$ cat config.mk
export PLATFORM = sky130hd
export DESIGN_NAME = emoe_ctrl
export DESIGN_NICKNAME = d
export VERILOG_FILES = /design/src/emoe_pkg.sv /design/src/emoe_ctrl.sv
export SDC_FILE = /design/constraint.sdc
export NUM_CORES = 1
export LEC_CHECK = 0
export ABC_CLOCK_PERIOD_IN_PS = 2000
export BUFFER_PORTS_ARGS = -buffer_cell sky130_fd_sc_hd__buf_4
export CAP_MARGIN = 15
export CORE_AREA = 10 10 47 49
export DETAILED_ROUTE_END_ITERATION = 8
export DIE_AREA = 0 0 57 59
export REMOVE_ABC_BUFFERS = 1
export SLEW_MARGIN = 20
export SYNTH_ARGS = -nofsm -noshare
export SYNTH_HDL_FRONTEND = slang
export SYNTH_SLANG_ARGS = --single-unit
$ cat constraint.sdc
create_clock -name clk -period 2 [get_ports clk]
set_input_delay 0.6 -clock clk [delete_from_list [all_inputs] [get_ports clk]]
set_output_delay 0.6 -clock clk [all_outputs]
set_load 0.01 [all_outputs]
$ cat src/emoe_pkg.sv
// ----------------------------------------------------------------------------
// emoe_pkg
// Shared types and codes for the extent map overwrite engine.
// ----------------------------------------------------------------------------
package emoe_pkg;

  localparam int DW = 48;

  localparam logic [1:0] ACT_ADD   = 2'd0;
  localparam logic [1:0] ACT_SPACE = 2'd1;
  localparam logic [1:0] ACT_READ  = 2'd2;

  localparam logic [1:0] ST_OK   = 2'd0;
  localparam logic [1:0] ST_FULL = 2'd1;
  localparam logic [1:0] ST_OVF  = 2'd2;

  localparam logic [1:0] KIND_STATUS = 2'd0;
  localparam logic [1:0] KIND_MAP    = 2'd1;
  localparam logic [1:0] KIND_GAP    = 2'd2;

  typedef enum logic [2:0] {
    OP_NOP,
    OP_LOAD,
    OP_SPACE,
    OP_ADD_STEP,
    OP_COMMIT,
    OP_RD_STEP,
    OP_EMIT
  } emoe_op_t;

  typedef struct packed {
    emoe_op_t   op;
    logic [1:0] st;
  } emoe_cmd_t;

  typedef struct packed {
    logic [1:0] action;
    logic       ovf_add;
    logic       ovf_rd;
    logic       zero_len;
    logic       add_done;
    logic       full;
    logic       rd_done;
    logic       out_free;
  } emoe_stat_t;

endpackage

$ cat src/emoe_ctrl.sv
// ----------------------------------------------------------------------------
// emoe_ctrl
// Request sequencer: decodes a request and steps the datapath through it.
// ----------------------------------------------------------------------------
module emoe_ctrl
  import emoe_pkg::*;
(
  input  logic       clk,
  input  logic       rst_n,
  input  logic       in_tvalid,
  output logic       in_tready,
  input  emoe_stat_t stat,
  output emoe_cmd_t  cmd
);

  typedef enum logic [2:0] {
    S_IDLE,
    S_DEC,
    S_ADD,
    S_COMMIT,
    S_READ,
    S_EMIT
  } state_t;

  state_t     state_r;
  logic [1:0] st_r;

  assign in_tready = (state_r == S_IDLE);

  always_comb begin
    cmd.op = OP_NOP;
    cmd.st = st_r;
    case (state_r)
      S_IDLE: begin
        if (in_tvalid) cmd.op = OP_LOAD;
      end
      S_DEC: begin
        if (stat.action == ACT_SPACE) cmd.op = OP_SPACE;
      end
      S_ADD: begin
        if (!stat.add_done) cmd.op = OP_ADD_STEP;
      end
      S_COMMIT: cmd.op = OP_COMMIT;
      S_READ: begin
        if (!stat.rd_done && stat.out_free) cmd.op = OP_RD_STEP;
      end
      S_EMIT: begin
        if (stat.out_free) cmd.op = OP_EMIT;
      end
      default: cmd.op = OP_NOP;
    endcase
  end

  always_ff @(posedge clk) begin
    if (!rst_n) begin
      state_r <= S_IDLE;
      st_r    <= ST_OK;
    end else begin
      case (state_r)
        S_IDLE: begin
          if (in_tvalid) state_r <= S_DEC;
        end
        S_DEC: begin
          case (stat.action)
            ACT_ADD: begin
              if (stat.ovf_add) begin
                st_r    <= ST_OVF;
                state_r <= S_EMIT;
              end else if (!stat.zero_len) begin
                st_r    <= ST_OK;
                state_r <= S_ADD;
              end else begin
                st_r    <= ST_OK;
                state_r <= S_EMIT;
              end
            end
            ACT_READ: begin
              if (stat.ovf_rd) begin
                st_r    <= ST_OVF;
                state_r <= S_EMIT;
              end else if (!stat.zero_len) begin
                st_r    <= ST_OK;
                state_r <= S_READ;
              end else begin
                st_r    <= ST_OK;
                state_r <= S_EMIT;
              end
            end
            default: begin
              st_r    <= ST_OK;
              state_r <= S_EMIT;
            end
          endcase
        end
        S_ADD: begin
          if (stat.add_done) state_r <= S_COMMIT;
        end
        S_COMMIT: begin
          st_r    <= stat.full ? ST_FULL : ST_OK;
          state_r <= S_EMIT;
        end
        S_READ: begin
          if (stat.rd_done) state_r <= S_IDLE;
        end
        S_EMIT: begin
          if (stat.out_free) state_r <= S_IDLE;
        end
        default: state_r <= S_IDLE;
      endcase
    end
  end

endmodule

# After elaboration in Yosys (flattened, before gate mapping)
# Cells that the tools add are included.
[op_classes]
n_reduce_logical = 6
n_mux = 21
eq_ne = 11
[op_table]
columns = ["cell", "n"]
rows = [
  ["3-bit one-hot mux with 6 select lines", 2],
  ["3-bit 2-to-1 mux", 8],
  ["2-bit 2-to-1 mux", 4],
  ["2-bit != test, second input constant", 4],
  ["2-bit one-hot mux with 2 select lines", 2],
  ["3-bit by 2-bit == test with 1-bit output, second input constant", 2],
  ["3-bit == test, second input constant", 2],
  ["3-bit one-hot mux with 2 select lines", 1],
  ["1-bit 2-to-1 mux", 4],
  ["4-bit AND reduction", 1],
  ["3-bit by 1-bit == test with 1-bit output, second input constant", 1],
  ["3-bit zero test", 1],
  ["2-bit by 1-bit == test with 1-bit output, second input constant", 1],
  ["2-bit == test, second input constant", 1],
  ["2-bit zero test", 1],
  ["2-bit nonzero test", 1],
  ["1-bit logical AND", 1],
  ["1-bit zero test", 1],
]
[totals]
inputBits = 12
wordCells = 40
register_bits = 5
out_inout_bits = 6

# Longest topological paths before layout
# Gate-level depths: netlist of run 1.
[logic_depth]
ltp_word = 4
mapped_depth = 4
depth_no_buf = 3

# Worst setup path after synthesis of run 1
# OpenSTA, ideal clock, no wires.
[synth_timing]
kind = "input to output"
from = "input stat[3] in the netlist's numbering"
to = "output cmd[2] in the netlist's numbering"
stages = 3
n_path_buf = 0
required_time_ns = 1.400
path_slack_ns = 0.222
arrival_time_ns = 1.178
path_cell_list = "and2b_1 > nor3_1 > a211oi_1"
[synth_lines]
columns = ["item", "line", "source"]
rows = [
  ["start, declared", "emoe_ctrl.sv:12", "input emoe_stat_t stat,"],
  ["end, declared", "emoe_ctrl.sv:13", "output emoe_cmd_t cmd"],
]

==> results of run 1 <==
[where the power goes]
part | switching (mW) | internal (mW)
combinational | 0.0339 | 0.0473
clock | 0.0439 | 0.0756
sequential | 0.0139 | 0.105
[synthesized netlist by cell type]
cell type / instances
dfxtp_1: 5
and2b_1: 4
a21boi_0: 3
nand2_1: 3
nand2b_1: 3
nand3_1: 3
nor3_1: 3
a211oi_1: 2
buf_4: 2
nor2_1: 2
o21ai_0: 2
a21oi_1: 1
a31o_1: 1
a32o_1: 1
buf_6: 1
mux2_2: 1
mux2i_1: 1
nand4_1: 1
nor3_2: 1
nor3b_1: 1
nor4b_1: 1
nor4bb_1: 1
or3_4: 1
[worst reg2reg max path: cells and delay by family, from the launching register on]
kind               cells  cell delay, ns
DFF                    1            0.38
and+or+nand+nor        2            0.55
AOI/OAI and AO/OA      1            0.11
[path summary, 6_finish.rpt]
path	startpoint	endpoint	slack, ns	depth (start not counted)
worst max-delay path	state_r[2]$_SDFFE_PN0P_	cmd[4]	0.07	3
worst min-delay path	st_r[1]$_SDFFE_PN0P_	st_r[1]$_SDFFE_PN0P_	0.46	2
worst max register to register	state_r[1]$_SDFFE_PN0P_	state_r[2]$_SDFFE_PN0P_	0.84	3
worst min register to register	st_r[1]$_SDFFE_PN0P_	st_r[1]$_SDFFE_PN0P_	0.46	2
[cell type report]
class	instances	share of cell area
clock buffer	4	0.0492
sequential	5	0.199
multi-input combinational	36	0.475
tap	16	0.0375
timing repair buffer	17	0.239
[kinds of logic (layout without fill, tap and decap cells)]
group                  count (synthesis)  count (layout)
buffers and inverters                  3              21
DFF                                    5               5
AOI/OAI and AO/OA                     10              10
muxes                                  2               2
and+or+nand+nor                       24              24
[state kept, by name, indices dropped and copies added, names as in the netlist]
name	cells
state_r	3
st_r	2
[cells in the final DEF, fill, tap and decap left out, drive strengths merged, types with 2 or more instances in the layout]
cell type and n:
o21ai 2, nand3 3, and2b 4, nand2b 3
nor3 4, a211oi 2, nor2 2, dfxtp 5
a21boi 3, buf 17, nand2 3, clkbuf 4
[metal layers]
| layer | global-route usage | vias to the layer above | share of wire |
|---|---|---|---|
| li1 | - | 199 | - |
| met1 | 0.0810 | 174 | 0.44 |
| met2 | 0.0884 | 17 | 0.44 |
| met3 | 0.0322 | 3 | 0.099 |
| met4 | 0.0503 | 0 | 0.021 |
| met5 | 0 | - | 0 |
[stage by stage]
| step | hold slack (ns) | cells | util | instance area [sq um] | setup slack, ns |
|---|---|---|---|---|---|
| after global placement | 0.450 | 74 | 0.351 | 492 | 0.0545 |
| after CTS | 0.467 | 78 | 0.371 | 520 | 0.0434 |
| after floorplan | 0.485 | 41 | - | 344 | 0.210 |
| final | 0.461 | 78 | 0.381 | 534 | 0.0732 |
| after detailed placement | 0.463 | 74 | 0.351 | 492 | 0.0596 |
| after global routing | 0.505 | 78 | 0.381 | 534 | 0.0177 |
[timing repair]
item | in CTS | in global routing
gates resized for setup | 2 | 5
gates cloned | 0 | 0
hold endpoints to repair | 0 | 0
setup endpoints to repair | 3 | 3
==> summary.md, run 1 <==
| Metric | Value |
|---|---|
| Register area share after synthesis | 0.270 |
| Crit Path Class | flip-flop to output port |
| Clk Latency, worst-skew pair | 0.24 ns |
| Max-cap violations | 0 |
| DRT iter0 DRCs | 7 |
| TritonCTS clock tree | built |
| Maximum number of pins on one net before global-route repair | 14 |
| Finish-stage setup viols | 0 |
| Antenna fix cells | 0 |
| Avg Vias per Cell | 5.04 |
| Post-route clock period utilization | 0.963 |
| Wire length of the first global-routing pass | about 1800 um |
| Post-synthesis sequential element count | 5 |
| Area of combinational cells with multiple inputs | 254 sq um |
| Gp weighted congestion | 0.708 |
| Final Slew Violations | 0 |
| Required @ worst endpoint | between 1 and 1.5 ns |
| Clock tree buffer depth | 2 |
| Power per standard cell area | approximately 600 nW/um^2 |
| Slowest cell on the critical path | dfxtp_2 |
| Top Family by Delay on Critical Path | flip-flops |
| Hold-fix buffer count after cts | 0 |
| Post-layout power | around 0.32 mW |
| Final setup skew | 0.000958 ns |
| Global-route usage over all layers | 0.0670 |
| Adder-cell share of the synthesized area | 0 |
| Worst Tran Pin Value | around 0.25 ns |
| Final layout net count | between 70 and 80 |
| Core Rows | 14 |
| Run status | completed |
| Endpoint type of the worst setup path | output port |
| Total die area | approximately 3400 sq um |
| Placeable Area | about 1400 sq um |
| Total number of vias | between 300 and 400 |
| CP arrival | about 1.3 ns |
| Overall overflow remaining after global route | 0 |
| Storage element area | roughly 110 sq um |
| Final min period | between 1.5 and 2 ns |
| Number of global-route vias before repair | 401 |
| Type of origin of the critical path | flip-flop |
| Number of synthesis warnings | 0 |
| Fin Setup TNS | 0 ns |
| WL per Instance | about 14 um |
| Tightest slew margin relative to the limit | 0.834 |
| Post-CTS Setup Repair Bufs | 0 |
| Die X-Extent | 57 um |
| Number of buffers and inverters on the critical path | 1 |
| Remaining antenna violation count after routing | 0 |
| Antenna violations before repair | 0 |
| Maximum clock rate | between 0.5 and 0.6 GHz |
| First-pass detailed-route iteration total | 4 |
| Xor and xnor area share after synthesis | 0 |
| Fraction of layout cells with a size suffix above 1 | 0.452 |
| Num ports | 18 |
| Largest area contributor in the netlist | dfxtp_1 |
| Fill cells | about 150 |
| Simple-gate area share of the yosys netlist | 0.409 |
| Y dimension of the die | 59 um |
| Slowest cell delay on critical path | around 0.43 ns |
| Post-synthesis cell area | between 300 and 400 sq um |
| Final hold violation count | 0 |
| Cells along the critical path | and2b_1 > a32o_1 > buf_4 |
| Initial cell density of the core | 0.264 |
| Leakage power | around 0.22 nW |
| Post-Syn Instances | 44 |
| Area share of the largest cell type after synthesis | 0.270 |
| Max VDD drop | approximately 0.15 mV |
| Inserted Clock Buffers | 3 |
| Port Buffer Count | 17 |
| Distinct cell type count after synthesis | 23 |
| Area contributors post-synth | dfxtp_1 (27%), and2b_1 (8.1%), a21boi_0 (6.1%), nand2b_1 (5.1%), nand3_1 (4.1%) |
| Overall routed net length | between 1000 and 1500 um |
| Post-synthesis compound-gate area fraction | 0.193 |
| Area growth, synth to finish | 44.3% |
| Multiplexer share of the synthesized area | 0.0574 |
| Root Buffer | clkbuf_4 |
| # H-tree levels | 1 |
| Worst min-delay path class | flip-flop to flip-flop |
| Count of clock tree sinks | 5 |
| Crit-path max FO | 11 |
| DRC viols | 0 |
| Clock-pin slew of the registers on the worst-case setup and hold paths | approximately 0.040 ns |
| Average instance area after synthesis | roughly 8.4 sq um |
| Main combinational cell family by area after synthesis | simple AND/OR/NAND/NOR gates |
| Setup repair after global routing missed its margin | no |
Power figures use the tool's default switching activity.
==> run 2: changes to the inputs <==
--- a/config.mk
+++ b/config.mk
@@ -8,11 +8,10 @@
 export ABC_CLOCK_PERIOD_IN_PS = 2000
 export BUFFER_PORTS_ARGS = -buffer_cell sky130_fd_sc_hd__buf_4
 export CAP_MARGIN = 15
-export CORE_AREA = 10 10 47 49
+export CORE_AREA = 2 2 39 41
 export DETAILED_ROUTE_END_ITERATION = 8
-export DIE_AREA = 0 0 57 59
+export DIE_AREA = 0 0 41 43
 export REMOVE_ABC_BUFFERS = 1
-export SLEW_MARGIN = 20
 export SYNTH_ARGS = -nofsm -noshare
 export SYNTH_HDL_FRONTEND = slang
 export SYNTH_SLANG_ARGS = --single-unit
==> run 2 against run 1 <==
Compared with the run above:
- maximum frequency down 1.3%
- clock power about the same
- combinational power up 2%
- cell count up 1.3%
- core utilization up 0.12 points
- design area down 0.94%
- critical endpoint is now cmd[2]
==> summary.md, run 2 (synthesis gave the netlist of run 1 again) <==
| Metric | Value |
|---|---|
| Max-cap violations | 0 (unchanged) |
| Worst reg-to-reg path cell count | 4 (was 3) |
| Wire length of the first global-routing pass | 1430 um (was 1810 um) |
| Required @ worst endpoint | 1.40 ns (about the same) |
| Total die area | 1760 sq um (was 3360 sq um) |
| Avg Vias per Cell | 4.85 (was 5.04) |
| Final instance area | 529 sq um (was 534 sq um) |
| Leakage power | 0.220 nW (was 0.219 nW) |
| Endpoint type of the worst setup path | output port (unchanged) |
| Power per standard cell area | 594 nW/um^2 (was 599 nW/um^2) |
| Post-route clock period utilization | 0.976 (was 0.963) |
| Pre-CTS setup slack | 0.0521 ns (was 0.0596 ns) |
| Biggest registers after layout | state_r (3), st_r (2) (unchanged) |
| Fraction of layout cells with a size suffix above 1 | 0.397 (was 0.452) |
| Antenna violations before repair | 0 (unchanged) |
| Switch share | 0.274 (was 0.286) |
| Post-CTS Setup Repair Bufs | 0 (unchanged) |
| Worst Setup Slack, final | 0.0487 ns (was 0.0732 ns) |
| WL per Instance | 10.7 um (was 13.6 um) |
| Hold-fix buffer count after cts | 0 (unchanged) |
| Crit-path max FO | 2 (was 11) |
| Crit Path Class | primary input to output port (was flip-flop to output port) |
| DRC viols | 0 (unchanged) |
| Final layout net count | 76 (was 75) |
| Clk Latency, worst-skew pair | 0.24 ns (about the same) |
| Num ports | 18 (unchanged) |
| Area growth, synth to finish | 42.9% (was 44.3%) |
| Power spent charging and discharging nets | 0.0862 mW (was 0.0916 mW) |
| Worst hold path cell count | 2 (unchanged) |
| Startpoint of the most critical hold path | st_r[0]$_SDFFE_PN0P_ (was st_r[1]$_SDFFE_PN0P_) |
| Hold path endpoint | st_r[0]$_SDFFE_PN0P_ (was st_r[1]$_SDFFE_PN0P_) |
| Placeable Area | 1380 sq um (was 1400 sq um) |
| Final setup skew | 0.000219 ns (was 0.000958 ns) |
| First-pass detailed-route iteration total | 3 (was 4) |
| CP arrival | 1.35 ns (was 1.33 ns) |
| Number of global-route vias before repair | 362 (was 401) |
| Overall overflow remaining after global route | 0 (unchanged) |
| Critical register-to-register path startpoint | state_r[2]$_SDFFE_PN0P_ (was state_r[1]$_SDFFE_PN0P_) |
| Leading cell types in the layout, fill and taps excluded | buf_4 (18), and2b_1 (4), dfxtp_1 (4) (was buf_4 (17), and2b_1 (4)) |
| Max reg flops | 3 (unchanged) |
| Overall routed net length | 843 um (was 1060 um) |
| Maximum number of pins on one net before global-route repair | 14 (unchanged) |
| Gp weighted congestion | 0.715 (was 0.708) |
| Top reg by flops | state_r (unchanged) |
| Setup repair after global routing missed its margin | no (unchanged) |
| Finish-stage setup viols | 0 (unchanged) |
| Port Buffer Count | 17 (unchanged) |
| Antenna fix cells | 0 (unchanged) |
| Initial cell density of the core | 0.268 (was 0.264) |
| DP Area | 499 sq um (was 492 sq um) |
| Die X-Extent | 41 um (was 57 um) |
| Post-DP HPWL | between 600 and 700 um |
| Final min period | 1.95 ns (was 1.93 ns) |
| Combinational fraction of design power | 0.264 (was 0.254) |
| Remaining antenna violation count after routing | 0 (unchanged) |
| Inserted Clock Buffers | 3 (unchanged) |
| Max VDD drop | 0.200 mV (was 0.148 mV) |
| Clock-pin slew of the registers on the worst-case setup and hold paths | 0.04 ns (about the same) |
| Final hold violation count | 0 (unchanged) |
| Root Buffer | clkbuf_4 (unchanged) |
| Global-route usage over all layers | 0.115 (was 0.0670) |
| Terminus of the critical flop-to-flop path | state_r[0]$_SDFFE_PN0P_ (was state_r[2]$_SDFFE_PN0P_) |
| Minimum setup slack among reg-to-reg paths | 0.83 ns (was 0.84 ns) |
| Fin Setup TNS | 0 ns (unchanged) |
| DRT iter0 DRCs | 5 (was 7) |
| Worst min-delay path class | flip-flop to flip-flop (unchanged) |
| Sequential share of power | 0.367 (was 0.373) |
| Part of the total power dissipated in the clock network | 0.369 (was 0.373) |
| Run status | completed (unchanged) |
| TritonCTS clock tree | built (unchanged) |
| Count of clock tree sinks | 5 (unchanged) |
| Tightest slew margin relative to the limit | 0.769 (was 0.834) |
| Y dimension of the die | 43 um (was 59 um) |
| Worst Tran Pin Value | 0.346 ns (was 0.247 ns) |
| # H-tree levels | 1 (unchanged) |
| Cell Int Power | 0.228 mW (about the same) |
| Post_cts resized | 1 (was 2) |
| Clock tree buffer depth | 2 (unchanged) |
| Type of origin of the critical path | primary input (was flip-flop) |
| Commonest non-fill, non-tap cell in the layout | buf_4 (unchanged) |
| Total number of vias | 383 (was 393) |
| Core Rows | 14 (unchanged) |
| Final Slew Violations | 0 (unchanged) |
| Maximum clock rate | 0.512 GHz (was 0.519 GHz) |
[run 2: worst max path at each step]
stage	cells after the start	slack (ns)	from	endpoint
2_1_floorplan	3	0.21	stat[3]	cmd[2]
3_3_place_gp	5	0.05	stat[3]	cmd[2]
5_1_grt	3	0.009	state_r[0]$_SDFFE_PN0P_	cmd[4]
6_report	5	0.05	stat[3]	cmd[2]
4_1_cts	5	0.04	stat[3]	cmd[2]
3_5_place_dp	5	0.05	stat[3]	cmd[2]
[run 2: final cells by class]
cell class	instances	area, sq um
flip-flops and latches	5	104
fillers	157	855
multi-input cells	36	244
well taps	16	20.0
repair buffers	18	135
clock buffers	4	26.3
[run 2: through the flow]
| stage | util | cells | hold WS (ns) | power (mW) |
|---|---|---|---|---|
| after CTS | 0.381 | 79 | 0.462 | 0.322 |
| after global placement | 0.361 | 75 | 0.449 | 0.201 |
| final | 0.382 | 79 | 0.456 | 0.314 |
| after global routing | 0.382 | 79 | 0.488 | 0.337 |
| after floorplan | - | 41 | 0.485 | 0.156 |
| after detailed placement | 0.361 | 75 | 0.457 | 0.202 |
[run 2: layer usage]
metal	up-vias	track usage	share of wire
met5	-	0	0
met1	170	0.167	0.49
met4	0	0.0800	0
met2	13	0.147	0.43
met3	0	0.0209	0.078
li1	200	-	-
[run 2: worst max-delay path, stage by stage]
cell and delay (ns):
buf_4 0.11, and2b_1 0.19, nor3_1 0.05, a211oi_1 0.23, buf_4 0.16
[run 2: power by group through the flow]
stage	registers [mW]	logic [mW]	clock network, mW
after CTS	0.116	0.0836	0.122
after global placement	0.118	0.0829	0
after global routing	0.116	0.0923	0.129
after detailed placement	0.118	0.0833	0
after floorplan	0.117	0.0386	0
final	0.115	0.0830	0.116
==> run 3: changes to the inputs <==
--- a/config.mk
+++ b/config.mk
@@ -5,13 +5,15 @@
 export SDC_FILE = /design/constraint.sdc
 export NUM_CORES = 1
 export LEC_CHECK = 0
-export ABC_CLOCK_PERIOD_IN_PS = 2000
+export ABC_CLOCK_PERIOD_IN_PS = 2500
 export BUFFER_PORTS_ARGS = -buffer_cell sky130_fd_sc_hd__buf_4
 export CAP_MARGIN = 15
 export CORE_AREA = 2 2 39 41
+export CTS_CLUSTER_SIZE = 10
 export DETAILED_ROUTE_END_ITERATION = 8
 export DIE_AREA = 0 0 41 43
 export REMOVE_ABC_BUFFERS = 1
+export SLEW_MARGIN = 20
 export SYNTH_ARGS = -nofsm -noshare
 export SYNTH_HDL_FRONTEND = slang
 export SYNTH_SLANG_ARGS = --single-unit
==> constraint.sdc (replaced) <==
create_clock -name clk -period 2.5 [get_ports clk]
set_input_delay 0.75 -clock clk [delete_from_list [all_inputs] [get_ports clk]]
set_output_delay 0.75 -clock clk [all_outputs]
set_load 0.01 [all_outputs]
==> run 3 against run 2 <==
Compared with the run above:
- critical path depth did not move
- count of clock-buffer cells in the layout unchanged
- global-route usage increased by 0.30 points
- design area shrank 2.1%
- combinational power is 25% lower
- register-to-register slack better by 0.41 ns
- total power is 21% lower
- highest routed layer unchanged
==> summary.md, run 3 (synthesis gave the netlist of run 1 again) <==
| Metric | Value |
|---|---|
| Biggest registers after layout | state_r (3), st_r (2) (unchanged) |
| Post-route clock period utilization | 0.896 |
| Port Buffer Count | 17 (unchanged) |
| Avg Vias per Cell | 4.88 (was 4.85) |
| Endpoint type of the worst setup path | output port (unchanged) |
| Max VDD drop | 0.160 mV (was 0.200 mV) |
| Post_cts resized | 0 (was 1) |
| Worst Setup Slack, final | 0.260 ns (was 0.0487 ns) |
| Final Slew Violations | 0 (unchanged) |
| Run status | completed (unchanged) |
| Pre-CTS setup slack | 0.266 ns (was 0.0521 ns) |
| Root Buffer | clkbuf_4 (unchanged) |
| Antenna violations before repair | 0 (unchanged) |
| Worst Tran Pin Value | 0.402 ns (was 0.346 ns) |
| Type of origin of the critical path | primary input (unchanged) |
| Maximum number of pins on one net before global-route repair | 14 (unchanged) |
| Placed Cells incl. Taps | 74 (was 75) |
| Wire length of the first global-routing pass | 1430 um (unchanged) |
| Final layout net count | 75 (was 76) |
| Total number of vias | 381 (was 383) |
| DRT iter0 DRCs | 6 (was 5) |
| Setup repair after global routing missed its margin | no (unchanged) |
| Overall overflow remaining after global route | 0 (unchanged) |
| Slowest cell on the critical path | a211oi_1 (unchanged) |
| Core Rows | 14 (unchanged) |
| Post-layout instance count excluding filler cells | 78 (was 79) |
| Total die area | 1760 sq um (unchanged) |
| Die X-Extent | 41 um (unchanged) |
| Inserted Clock Buffers | 3 (unchanged) |
| Cells along the critical path | buf_4 > and2b_1 > nor3_1 > a211oi_1 > buf_4 (unchanged) |
| Maximum clock rate | 0.446 GHz |
| Final min period | 2.24 ns |
| Hold-fix buffer count after cts | 0 (unchanged) |
| Crit-path max FO | 2 (unchanged) |
| Top reg by flops | state_r (unchanged) |
| Area growth, synth to finish | 39.9% (was 42.9%) |
| Top Family by Delay on Critical Path | buffers and inverters (unchanged) |
| Tightest slew margin relative to the limit | 0.732 (was 0.769) |
| Clk Latency, worst-skew pair | 0.23 ns (was 0.24 ns) |
| Count of clock tree sinks | 5 (unchanged) |
| Remaining antenna violation count after routing | 0 (unchanged) |
| Leading cell types in the layout, fill and taps excluded | buf_4 (17), dfxtp_1 (5), and2b_1 (4) (was buf_4 (18), and2b_1 (4), dfxtp_1 (4)) |
| Y dimension of the die | 43 um (unchanged) |
| Leakage power | 0.213 nW (was 0.220 nW) |
| Clock tree buffer depth | 2 (unchanged) |
| Final hold violation count | 0 (unchanged) |
| Global-route usage over all layers | 0.118 (was 0.115) |
| Fin Setup TNS | 0 ns (unchanged) |
| Slowest cell delay on critical path | 0.23 ns (about the same) |
| # H-tree levels | 1 (unchanged) |
| Most common cell type on the critical path | buf_4 (unchanged) |
| DP Area | 492 sq um (was 499 sq um) |
| Overall routed net length | 869 um (was 843 um) |
| First-pass detailed-route iteration total | 4 (was 3) |
| Crit Path Class | primary input to output port (unchanged) |
| Final instance area | 518 sq um (was 529 sq um) |
| WL per Instance | 11.1 um (was 10.7 um) |
| Num ports | 18 (unchanged) |
| Max-cap violations | 0 (unchanged) |
| Finish-stage setup viols | 0 (unchanged) |
| Antenna fix cells | 0 (unchanged) |
| Placeable Area | 1380 sq um (unchanged) |
| Number of buffers and inverters on the critical path | 2 (unchanged) |
| Power per standard cell area | 479 nW/um^2 (was 594 nW/um^2) |
| Max reg flops | 3 (unchanged) |
| Post-CTS Setup Repair Bufs | 0 (unchanged) |
| Post-DP HPWL | 642 um (was 644 um) |
| Worst min-delay path class | flip-flop to flip-flop (unchanged) |
| Required @ worst endpoint | 1.75 ns (was 1.40 ns) |
| Fraction of layout cells with a size suffix above 1 | 0.371 (was 0.397) |
| CP arrival | 1.49 ns (was 1.35 ns) |
| Number of global-route vias before repair | 357 (was 362) |
| Gp weighted congestion | 0.686 (was 0.715) |
| Clock-pin slew of the registers on the worst-case setup and hold paths | 0.04 ns (about the same) |
| Final setup skew | 0.000412 ns (was 0.000219 ns) |
| Commonest non-fill, non-tap cell in the layout | buf_4 (unchanged) |
| TritonCTS clock tree | built (unchanged) |
| Initial cell density of the core | 0.268 (unchanged) |
| DRC viols | 0 (unchanged) |
## run 3: cell types whose count changed in the layout (fill, tap and decap cells not counted)
cell     previous run  this run
buf_4              18        17
dfxtp_1             4         5
dfxtp_4             1         0
o21ai_0             1         2
o21ai_1             1         0
## run 3: final cells by class
type | count | area, sq um
fillers | 164 | 866
multi-input cells | 36 | 244
repair buffers | 17 | 128
flip-flops and latches | 5 | 100
clock buffers | 4 | 26.3
well taps | 16 | 20.0
## run 3: worst register-to-register path, delay by kind of cell, from the launching register on
kind             cells  cell delay [ns]
flip-flops           1             0.56
AND/OR/NAND/NOR      2             0.34
AO/OA/AOI/OAI        1             0.25
## run 3: through the flow
stage          hold slack, ns   util  power, mW
6_report                0.457  0.374      0.248
2_1_floorplan           0.485      -      0.125
5_1_grt                 0.490  0.374      0.266
4_1_cts                 0.467  0.374      0.253
3_5_place_dp            0.463  0.355      0.159
3_3_place_gp            0.450  0.355      0.158
## run 3: worst paths after layout
path | from | endpoint | slack (ns) | cells past startpoint
worst max-delay path | stat[3] | cmd[2] | 0.26 | 5
worst min register to register | st_r[0]$_SDFFE_PN0P_ | st_r[0]$_SDFFE_PN0P_ | 0.46 | 2
worst min-delay path | st_r[0]$_SDFFE_PN0P_ | st_r[0]$_SDFFE_PN0P_ | 0.46 | 2
worst max register to register | state_r[1]$_SDFFE_PN0P_ | state_r[0]$_SDFFE_PN0P_ | 1.24 | 3
## run 3: where the power goes
| part | switching, mW | internal (mW) |
|---|---|---|
| Sequential | 0.0105 | 0.0845 |
| Clock | 0.0306 | 0.0602 |
| Combinational | 0.0257 | 0.0366 |
## run 3: layer usage
layer / up-vias / wire [um] / track usage
li1: 200 / - / -
met1: 168 / 424 / 0.163
met2: 13 / 373 / 0.163
met3: 0 / 71 / 0.0157
met4: 0 / 0 / 0.0800
met5: - / 0 / 0
